==> config.mk <==
export PLATFORM = sky130hd
export DESIGN_NAME = lzwc_out_queue
export DESIGN_NICKNAME = d
export VERILOG_FILES = /design/src/hdl/lzwc_pkg.sv /design/src/hdl/lzwc_out_queue.sv
export SDC_FILE = /design/constraint.sdc
export NUM_CORES = 1
export LEC_CHECK = 0
export BUFFER_PORTS_ARGS = -buffer_cell sky130_fd_sc_hd__buf_2
export CORE_MARGIN = 2
export CORE_UTILIZATION = 40
export CTS_CLUSTER_DIAMETER = 100
export CTS_CLUSTER_SIZE = 25
export DETAILED_ROUTE_END_ITERATION = 7
export GPL_TIMING_DRIVEN = 0
export PLACE_DENSITY = 0.69
export SYNTH_ARGS = -nofsm -noshare
export SYNTH_HDL_FRONTEND = slang
export SYNTH_SLANG_ARGS = --single-unit
==> constraint.sdc <==
create_clock -name clk -period 2.4 [get_ports clk]
set_input_delay 0.12 -clock clk [delete_from_list [all_inputs] [get_ports clk]]
set_output_delay 0.12 -clock clk [all_outputs]
set_load 0.02 [all_outputs]
==> src/hdl/lzwc_pkg.sv <==
// Shared types and constants for the LZW byte compressor.
`timescale 1ns / 1ps

package lzwc_pkg;

    // Codes below this value stand for single bytes
    localparam int FIRST_CODE    = 256;
    localparam int BYTE_BITS     = 8;
    localparam int OUT_CODE_BITS = 12;

    // Control bits that travel with a search token along the cell row
    typedef struct packed {
        logic valid;
        logic last;
        logic hit;
    } chain_ctl_t;

    // One result item as held in the output queue
    typedef struct packed {
        logic [OUT_CODE_BITS-1:0] code;
        logic                     last_code;
    } result_t;

endpackage

==> src/hdl/lzwc_out_queue.sv <==
// Two-item result queue between the compressor core and the output channel.
`timescale 1ns / 1ps

module lzwc_out_queue (
    input  logic               clk,
    input  logic               rst_n,
    // push side: up to two items in one cycle, only when room is free
    input  logic [1:0]         push_num,
    input  lzwc_pkg::result_t  push_first,
    input  lzwc_pkg::result_t  push_second,
    output logic [1:0]         free_slots,
    // output channel
    output logic               out_valid,
    input  logic               out_ready,
    output lzwc_pkg::result_t  out_item
);

    logic [1:0]        count_reg, count_next;
    lzwc_pkg::result_t slot0_reg, slot0_next;
    lzwc_pkg::result_t slot1_reg, slot1_next;

    logic       pop;
    logic [1:0] kept;

    assign out_valid  = (count_reg != 2'd0);
    assign out_item   = slot0_reg;
    assign free_slots = 2'd2 - count_reg;
    assign pop        = out_valid & out_ready;

    // shift out the head, then append new items behind what is kept
    always_comb
    begin
        kept       = count_reg - {1'b0, pop};
        slot0_next = pop ? slot1_reg : slot0_reg;
        slot1_next = slot1_reg;
        if (push_num != 2'd0)
        begin
            if (kept == 2'd0)
            begin
                slot0_next = push_first;
                slot1_next = push_second;
            end
            else
            begin
                slot1_next = push_first;
            end
        end
        count_next = kept + push_num;
    end

    always_ff @(posedge clk or negedge rst_n)
    begin
        if (!rst_n)
        begin
            count_reg <= 2'd0;
        end
        else
        begin
            count_reg <= count_next;
        end
    end

    always_ff @(posedge clk)
    begin
        slot0_reg <= slot0_next;
        slot1_reg <= slot1_next;
    end

endmodule

* Word-level counts from Yosys, hierarchy flattened
Cells that the tools add are included.
** Storage, ports and cells
- Output and inout port bits :: 16
- Bits in registers :: 28
** Operators by class
- Mux-type cells :: 4
- Reductions and logical operators :: 3
- Bitwise logic cells :: 1
- Add/subtract/negate cells :: 3
** Operator list (number)
- 13-bit two-way mux :: 4
- 2-bit nonzero test :: 2
- 2-bit adder :: 1
- 2-bit logical NOT :: 1
- 2-bit by 1-bit subtractor with 2-bit output :: 1
- 2-bit subtractor (first input constant) :: 1
- 1-bit AND :: 1

* Depth between registers and ports, before layout
Gate-level depths: netlist of run 1.
- Depth in word-level cells :: 6
- Mapped depth :: 10

* Worst setup path after synthesis of run 1
Ideal clock, no wire load.
- Path type :: reg2reg
- Start :: register count_reg[1]
- End :: register slot1_reg[10] (netlist bit) (data pin)
- Path slack :: 149 ps
- Data required time :: 2140 ps
- Clock period less this slack :: 2251 ps
- Buffers on the path :: 2
- Cell stages (with the launch flop) :: 10
- Library setup time :: 260 ps
- Arrival time :: 1991 ps
- Cell sequence :: dfrtp_1 > inv_1 > ha_1 > nand2b_4 > buf_6 > inv_1 > ha_1 > nor2b_4 > buf_2 > mux2_2
** On the way
- Longest elaborated chain between the ends :: 5
** RTL lines
- from (decl) :: RTL line lzwc_out_queue.sv:18 : logic [1:0] count_reg, count_next;
- from (signal assigned) :: RTL line lzwc_out_queue.sv:59 : count_reg <= count_next;
- 2-bit nonzero test :: RTL line lzwc_out_queue.sv:25 : assign out_valid = (count_reg != 2'd0);
- 1-bit AND :: RTL line lzwc_out_queue.sv:28 : assign pop = out_valid & out_ready;
- 2-bit by 1-bit subtractor with 2-bit output (*) :: RTL line lzwc_out_queue.sv:33 : kept = count_reg - {1'b0, pop};
- 2-bit logical NOT (*) :: RTL line lzwc_out_queue.sv:38 : if (kept == 2'd0)
- 13-bit two-way mux (*) :: RTL line lzwc_out_queue.sv:38
- to (signal assigned) :: RTL line lzwc_out_queue.sv:66 : slot1_reg <= slot1_next;
- to (decl) :: RTL line lzwc_out_queue.sv:20 : lzwc_pkg::result_t slot1_reg, slot1_next;
Every way passes the cells marked *; elsewhere a longest branch is shown, timed or not.
A chain may end at the register's enable or synchronous reset.

* Worst setup path in the final report of run 1
- Start :: register count_reg[0]
- End :: register slot1_reg[9] (netlist bit) (data pin)
The elaborated chain is that of the path after synthesis.

==> run metrics, run 1 <==
CP Data Required Time=2490 ps; Nets=178; Gate Count Post-Synth=87; RePlAce Congestion=0.631; post-synth top area cell=edfxtp_1; Overflow after GRT=0; Post-Place Cells=179; row count=21; P&R area growth vs syn=28.0%; via count=836; f_max=442 MHz; Initial Util=41.3%; chip height=62.5 microns; via count of the first global-routing pass=873; final setup vio count=0; RSZ-0062 raised after global routing=no; initial antenna violation count=0; Iteration-0 DRC Markers=16; outcome=finished clean; Clk pin slew, worst setup/hold paths=150 ps; final WL=2.38 mm; clk buf depth=2; Crit. End Element=flop; number of hold violations in the final report=0; PortBufs=46; wire length per cell=12.6 microns; IO Count=47; Max-cap violations=0; largest net degree at the start of global routing=16; sequential share of the synthesized area=51.2%; Setup CP Type=reg2reg; Die Area=3910 sq um; first-pass GRT wire length=4.06 mm; max_slew headroom=56.6%; Core ar.=3310 sq um; Mapped Avg Cell Area=15.7 sq um; final non-filler cell total=189; GRT Overall Usage=13.2%; min Tclk post-route=2260 ps; Detailed Place HPWL=1.77 mm; XOR/XNOR share of the synthesized area=1.92%; top post-synthesis cells by area=edfxtp_1 (29%), mux2_4 (20%), dfxtp_1 (19%); drc violations=0; total power=2.41 mW; Worst Path Max Fanout=10; share of cells above drive strength 1=68.5%; leakage power=0.840 nW; Synth Area in Compound Gates=0%; multiplexer area fraction after synthesis=37.0%; Distinct cells, synth=17; delay of the slowest cell on the worst path=410 ps; worst vdd ir=0.751 mV; simple-gate share of the synthesized area=2.93%; Setup TNS=0 ps; Place WS=-158 ps; Min Hold Slack=22.4 ps; clock sink count=28; Fillers=306; CTS buffer count=3; Adder-Cell Fraction of Synth Area=2.74%; largest family of logic cells by synthesized area=multiplexers; post-route ant nets=0; clk_lat worst skew=320 ps; final setup margin=140 ps; Crit-path slowest cell=dfrtp_1; pwr/cell area=1370 nW/um^2; #FFs+latches synth=28; count of pins over their slew limit=0; post-synthesis net count=121; Worst Tran Pin Value=652 ps; final worst-path cycle share=94.2%; Detailed Routing Iterations Pass 1=2; Mapped Area=1370 sq um; critical path startpoint category=flop; post-synth top area share=28.5%; WP data arrival=2350 ps; HP Class=in2reg; Die Wd=62.5 microns; CTS tree=done; Ant. Diodes=0; synth warn=0; final clock skew=6.98 ps; Via-to-Cell Ratio=4.42; H-Tree Depth=1; CTS root buf=clkbuf_4; CP cell instances=inv_1 > ha_1 > nand2b_4 > buf_12 > inv_1 > ha_1 > nor2b_4 > buf_8 > mux2_2
==> cell usage after synthesis <==
| master | n |
|---|---|
| mux2_2 | 20 |
| mux2_4 | 18 |
| dfxtp_1 | 13 |
| edfxtp_1 | 13 |
| inv_1 | 6 |
| ha_1 | 3 |
| buf_6 | 2 |
| dfrtp_1 | 2 |
| xnor2_1 | 2 |
| buf_2 | 1 |
| buf_4 | 1 |
| mux2_1 | 1 |
| nand2_2 | 1 |
| nand2b_4 | 1 |
| nor2b_4 | 1 |
| or2_1 | 1 |
| xor2_1 | 1 |
==> cells in the final DEF (no fill, tap or decap) <==
master / instances
mux2_4: 18
mux2_1: 1
or2_1: 1
nand2_2: 1
buf_6: 1
buf_2: 46
clkbuf_4: 3
nand2b_4: 1
buf_8: 1
edfxtp_1: 13
inv_1: 6
xnor2_1: 2
dlygate4sd3_1: 2
buf_12: 1
dfrtp_1: 2
buf_4: 5
dfxtp_1: 13
ha_1: 3
mux2_2: 20
xor2_1: 1
clkbuf_1: 1
nor2b_4: 1
==> critical path: cells and delay by family (launching register included) <==
family	cells	cell delay, ps
fa+ha+maj	2	460
mux	1	340
buf+inv	4	440
flops	1	410
simple gates	2	380
==> stage by stage <==
step                      area (sq um)  utilization, %
after floorplan                   1370               -
after global placement            1660            50.0
after detailed placement          1660            50.0
after CTS                         1710            51.8
after global routing              1750            52.9
final                             1750            52.9
==> cell type report <==
| type | count | area, sq um | share of cell area, % |
|---|---|---|---|
| buffer | 4 | 53.8 | 3.07 |
| clock buffer | 4 | 26.3 | 1.50 |
| inverter | 6 | 22.5 | 1.29 |
| multi-input combinational | 49 | 611 | 34.9 |
| sequential | 28 | 701 | 40.0 |
| tap | 46 | 57.6 | 3.29 |
| timing repair buffer | 52 | 280 | 16.0 |
==> metal layers <==
metal	track usage (%)	vias to the layer above	share of wire, %
li1	-	418	-
met1	16.7	386	45
met2	22.3	32	49
met3	4.14	0	6.4
met4	2.50	0	0
met5	0	-	0
==> power breakdown <==
| part | total [mW] | switching [mW] | internal [mW] |
|---|---|---|---|
| clock | 0.200 | 0.135 | 0.0650 |
| combinational | 1.39 | 0.586 | 0.800 |
| sequential | 0.821 | 0.0833 | 0.737 |
==> logic make-up after synthesis <==
group / after synthesis
xor+xnor: 3
fa+ha+maj: 3
buf+inv: 10
simple gates: 4
flops: 28
mux: 39
==> repair_timing <==
item / 4_1_cts / 5_1_grt
hold buffers: 1 / 1
buffers inserted: 2 / 2
pin swaps: 0 / 0
hold endpoints to repair: 2 / 1
gates resized for setup: 2 / 3
endpoints found under the setup margin: 11 / 21
==> worst paths after layout <==
| kind | end | depth (start not counted) | start | slack, ps |
|---|---|---|---|---|
| min reg2reg | out_item[2]$_DFF_P_ | 2 | slot1_reg[2]$_DFFE_PN_ | 610 |
| max in group asynchronous | count_reg[0]$_DFF_PN0_ | 2 | rst_n | 2210 |
| max reg2reg | slot1_reg[9]$_DFFE_PN_ | 9 | count_reg[0]$_DFF_PN0_ | 140 |
| max | slot1_reg[9]$_DFFE_PN_ | 9 | count_reg[0]$_DFF_PN0_ | 140 |
| min in group asynchronous | count_reg[1]$_DFF_PN0_ | 2 | rst_n | 100 |
| min | out_item[0]$_DFF_P_ | 2 | push_first[0] | 20 |
Note: power is estimated with default switching activity, not from simulation.
==> run 2: changes to the inputs <==
--- a/config.mk
+++ b/config.mk
@@ -12,7 +12,7 @@
 export CTS_CLUSTER_SIZE = 25
 export DETAILED_ROUTE_END_ITERATION = 7
 export GPL_TIMING_DRIVEN = 0
-export PLACE_DENSITY = 0.69
+export PLACE_DENSITY_LB_ADDON = 0.1
 export SYNTH_ARGS = -nofsm -noshare
 export SYNTH_HDL_FRONTEND = slang
 export SYNTH_SLANG_ARGS = --single-unit
==> run metrics, run 2 (synthesis results as in run 1) <==
Core ar.=3310 sq um; final setup vio count=0; Seq pwr share=33.1%; Die Area=3910 sq um; worst vdd ir=0.833 mV; clock sink count=28; min Tclk post-route=2250 ps; CTS root buf=clkbuf_4; pwr/cell area=1370 nW/um^2; Overflow after GRT=0; PortBufs=46; Pint=1.69 mW; Worst Path Max Fanout=10; CTS buffer count=3; Detailed Routing Iterations Pass 1=3; WP data arrival=2340 ps; Max-cap violations=0; Iteration-0 DRC Markers=28; post-route ant nets=0; RePlAce Congestion=0.625; most common cell after layout, fill and taps aside=buf_2; CTS tree=done; Clk pin slew, worst setup/hold paths=160 ps; largest net degree at the start of global routing=17; GRT Overall Usage=13.0%; final WL=2.34 mm; final non-filler cell total=192; drc violations=0; initial antenna violation count=0; Crit. End Element=flop; clk buf depth=2; clk_lat worst skew=330 ps; leakage power=0.864 nW; CP Data Required Time=2490 ps; final worst-path cycle share=93.7%; Min Hold Slack=18.8 ps; P_sw=0.802 mW; Die Wd=62.5 microns; number of hold violations in the final report=0; Ant. Diodes=0; Worst Tran Pin Value=642 ps; most frequent cells in the layout=buf_2 (46), mux2_2 (20), mux2_4 (18); Post-Place Cells=179; critical path startpoint category=flop; HP Class=in2reg; outcome=finished clean; Nets=181; clock share of power=12.4%; Initial Util=41.3%; via count of the first global-routing pass=922; P&R area growth vs syn=32.4%; Via-to-Cell Ratio=4.49; wire length per cell=12.2 microns; count of pins over their slew limit=0; f_max=445 MHz; first-pass GRT wire length=3.97 mm; switch share=32.2%; Setup CP Type=reg2reg; H-Tree Depth=1; max_slew headroom=57.2%; final clock skew=13.7 ps; row count=21; share of cells above drive strength 1=66.4%; chip height=62.5 microns; RSZ-0062 raised after global routing=no; IO Count=47; Comb pwr share=54.5%; via count=863
[run 2: worst max-delay path: stages, from the launching register on]
cell	delay, ps
dfrtp_1	450
inv_1	70
ha_1	150
nand2b_4	180
buf_12	160
inv_1	50
ha_1	280
nor2b_4	190
buf_8	160
mux2_2	340
[run 2: what timing repair did]
action                                 4_1_cts  5_1_grt
setup endpoints to repair                   10       23
hold buffers                                 6        1
setup buffers                                1        1
gates cloned                                 0        0
endpoints found under the hold margin        7        1
pin swaps                                    0        0
resized for setup                            2        3
[run 2: through the flow]
stage / util, % / cell area, sq um / power, mW / setup TNS (ps) / worst slack, ps
after floorplan: - / 1370 / 1.84 / 0 / 149
after global placement: 50.0 / 1660 / 2.11 / -1140 / -118
after detailed placement: 50.0 / 1660 / 2.13 / -1260 / -133
after CTS: 53.9 / 1780 / 2.50 / 0 / 63.5
after global routing: 54.8 / 1810 / 2.65 / 0 / 17.0
final: 54.8 / 1810 / 2.49 / 0 / 151
[run 2: layer usage]
layer	part of all wire (%)	global-route usage [%]
met1	41	14.8
met2	53	23.3
met3	4.8	3.96
met4	0.64	3.61
met5	0	0
[run 2: path summary, 6_finish.rpt]
| path | startpoint | to | slack (ps) | cells past startpoint |
|---|---|---|---|---|
| hold / removal | push_first[5] | out_item[5]$_DFF_P_ | 20 | 2 |
| setup reg to reg | count_reg[1]$_DFF_PN0_ | slot1_reg[4]$_DFFE_PN_ | 150 | 9 |
| min in group asynchronous | rst_n | count_reg[0]$_DFF_PN0_ | 80 | 2 |
| hold reg to reg | slot1_reg[2]$_DFFE_PN_ | out_item[2]$_DFF_P_ | 600 | 2 |
| max in group asynchronous | rst_n | count_reg[1]$_DFF_PN0_ | 2230 | 2 |
| setup / recovery | count_reg[1]$_DFF_PN0_ | slot1_reg[4]$_DFFE_PN_ | 150 | 9 |
[run 2: cell type report]
cell class / instances / area [sq um]
fillers: 322 / 1500
flip-flops and latches: 28 / 701
multi-input cells: 49 / 611
repair buffers: 55 / 315
well taps: 46 / 57.6
plain buffers: 4 / 53.8
clock inverters: 1 / 30.0
clock buffers: 3 / 22.5
inverters: 6 / 22.5
[run 2: power groups by stage]
| stage | combinational (mW) | sequential (mW) | clock, mW |
|---|---|---|---|
| global placement | 1.28 | 0.828 | 0 |
| global route | 1.46 | 0.847 | 0.337 |
| detailed placement | 1.29 | 0.841 | 0 |
| floorplan | 0.866 | 0.973 | 0 |
| CTS | 1.34 | 0.829 | 0.325 |
| finish | 1.36 | 0.823 | 0.309 |
==> run 3: changes to the inputs <==
--- a/config.mk
+++ b/config.mk
@@ -7,7 +7,7 @@
 export LEC_CHECK = 0
 export BUFFER_PORTS_ARGS = -buffer_cell sky130_fd_sc_hd__buf_2
 export CORE_MARGIN = 2
-export CORE_UTILIZATION = 40
+export CORE_UTILIZATION = 44
 export CTS_CLUSTER_DIAMETER = 100
 export CTS_CLUSTER_SIZE = 25
 export DETAILED_ROUTE_END_ITERATION = 7
==> run metrics, run 3 (synthesis results as in run 1) <==
RePlAce Congestion=0.680; WP buf/inv=4; post-route ant nets=0; pwr/cell area=1400 nW/um^2; Detailed Routing Iterations Pass 1=3; PortBufs=46; multi-input combinational cell area=618 sq um; Reg area=701 sq um; Overflow after GRT=0; wire length per cell=13.6 microns; final clock skew=5.63 ps; reg2reg path depth=9; Setup CP Type=reg2reg; Pint=1.81 mW; Ant. Diodes=0; most common cell after layout, fill and taps aside=buf_2; final WL=2.53 mm; Post-Place Cells=166; CTS buffer count=3; Die Wd=59.8 microns; Top Family by Delay on Critical Path=adder cells; critical path startpoint category=flop; final setup vio count=0; max_slew headroom=53.5%; P&R area growth vs syn=39.0%; via count of the first global-routing pass=848; Crit-path slowest cell=dfrtp_1; Hold EP=out_item[5]$_DFF_P_; CP cell instances=inv_1 > ha_2 > nand2b_4 > buf_12 > inv_1 > ha_1 > nor2b_4 > clkbuf_16 > mux2_2; Nets=188; IO Count=47; Initial Util=45.6%; final worst-path cycle share=94.2%; Worst Tran Pin Value=698 ps; r2r startpoint=count_reg[0]$_DFF_PN0_; GRT Overall Usage=14.6%; count of pins over their slew limit=0; r2r setup slk=140 ps; leakage power=0.918 nW; HP Class=in2reg; total power=2.66 mW; worst hold stages=2; Worst Path Max Fanout=5; chip height=59.8 microns; CTS root buf=clkbuf_4; Comb pwr share=57.5%; Hold Path Origin=push_first[5]; RSZ-0062 raised after global routing=no; Core ar.=3000 sq um; clk_lat worst skew=330 ps; first-pass GRT wire length=3.80 mm; worst vdd ir=0.910 mV; Seq pwr share=30.8%; share of cells above drive strength 1=68.0%; clock sink count=28; min Tclk post-route=2260 ps; initial antenna violation count=0; clock share of power=11.7%; via count=895; delay of the slowest cell on the worst path=410 ps; Fillers=252; most frequent cells in the layout=buf_2 (46), mux2_2 (20), mux2_4 (18); drc violations=0; P_sw=0.848 mW; Detailed Place HPWL=1.72 mm; Max-cap violations=0; largest net degree at the start of global routing=17; H-Tree Depth=1; final non-filler cell total=186; outcome=finished clean; Clk pin slew, worst setup/hold paths=150 ps; Via-to-Cell Ratio=4.81; Crit. End Element=flop; CTS tree=done; CP Data Required Time=2510 ps; WP data arrival=2370 ps; Iteration-0 DRC Markers=18; post-layout util=63.4%; RR Endpoint=slot1_reg[5]$_DFFE_PN_; clk buf depth=2; f_max=442 MHz; most used cell, CP=inv_1; Die Area=3570 sq um; switch share=31.9%; row count=20; number of hold violations in the final report=0
==> run 3: changes by cell type in the layout (fill, tap and decap cells not counted), sizes merged <==
cell | before | now
buf | 52 | 56
clkbuf | 3 | 5
dlygate4sd3 | 7 | 8
==> run 3: power groups by stage <==
stage | clock [mW] | sequential, mW | combinational [mW]
floorplan | 0 | 0.973 | 0.866
global placement | 0 | 0.827 | 1.28
detailed placement | 0 | 0.845 | 1.30
CTS | 0.321 | 0.822 | 1.37
global route | 0.340 | 0.842 | 1.65
finish | 0.311 | 0.820 | 1.53
==> run 3: area by class of cell <==
cell class	instances	area share (%)
sequential	28	36.8
multi-input combinational	49	32.5
timing repair buffer	62	21.3
buffer	4	3.29
tap	33	2.17
clock inverter	1	1.58
clock buffer	3	1.18
inverter	6	1.18
==> run 3: metal layers <==
layer	vias up	routed length [microns]	global-route usage, %
li1	439	-	-
met2	28	1270	24.7
met3	2	114	3.90
met4	0	18	2.86
met1	426	1130	18.7
met5	-	0	0
==> run 3: how the worst max path moves through the flow <==
stage | start | end | slack (ps) | cells past startpoint
floorplan | count_reg[1]$_DFF_PN0_ | slot1_reg[10]$_DFFE_PN_ | 150 | 9
global placement | count_reg[1]$_DFF_PN0_ | slot1_reg[3]$_DFFE_PN_ | -120 | 9
finish | count_reg[0]$_DFF_PN0_ | slot1_reg[5]$_DFFE_PN_ | 140 | 9
detailed placement | count_reg[1]$_DFF_PN0_ | slot1_reg[10]$_DFFE_PN_ | -160 | 9
CTS | count_reg[0]$_DFF_PN0_ | slot1_reg[10]$_DFFE_PN_ | 70 | 9
global route | count_reg[0]$_DFF_PN0_ | slot1_reg[7]$_DFFE_PN_ | 30 | 9
==> run 3: what timing repair did <==
action	4_1_cts	5_1_grt
gates cloned	0	2
endpoints found under the hold margin	3	6
setup buffers	2	4
resized for setup	2	7
setup endpoints to repair	10	20
hold buffers	2	6
==> run 3: through the flow <==
| stage | instance area (sq um) | setup TNS [ps] | setup WS [ps] | hold WS (ps) |
|---|---|---|---|---|
| 6_report | 1900 | 0 | 140 | 17.2 |
| 5_1_grt | 1900 | 0 | 27.8 | 1.80 |
| 4_1_cts | 1730 | 0 | 67.1 | 2.08 |
| 3_5_place_dp | 1640 | -1520 | -161 | -94.5 |
| 3_3_place_gp | 1640 | -1170 | -120 | -93.9 |
| 2_1_floorplan | 1370 | 0 | 149 | -176 |
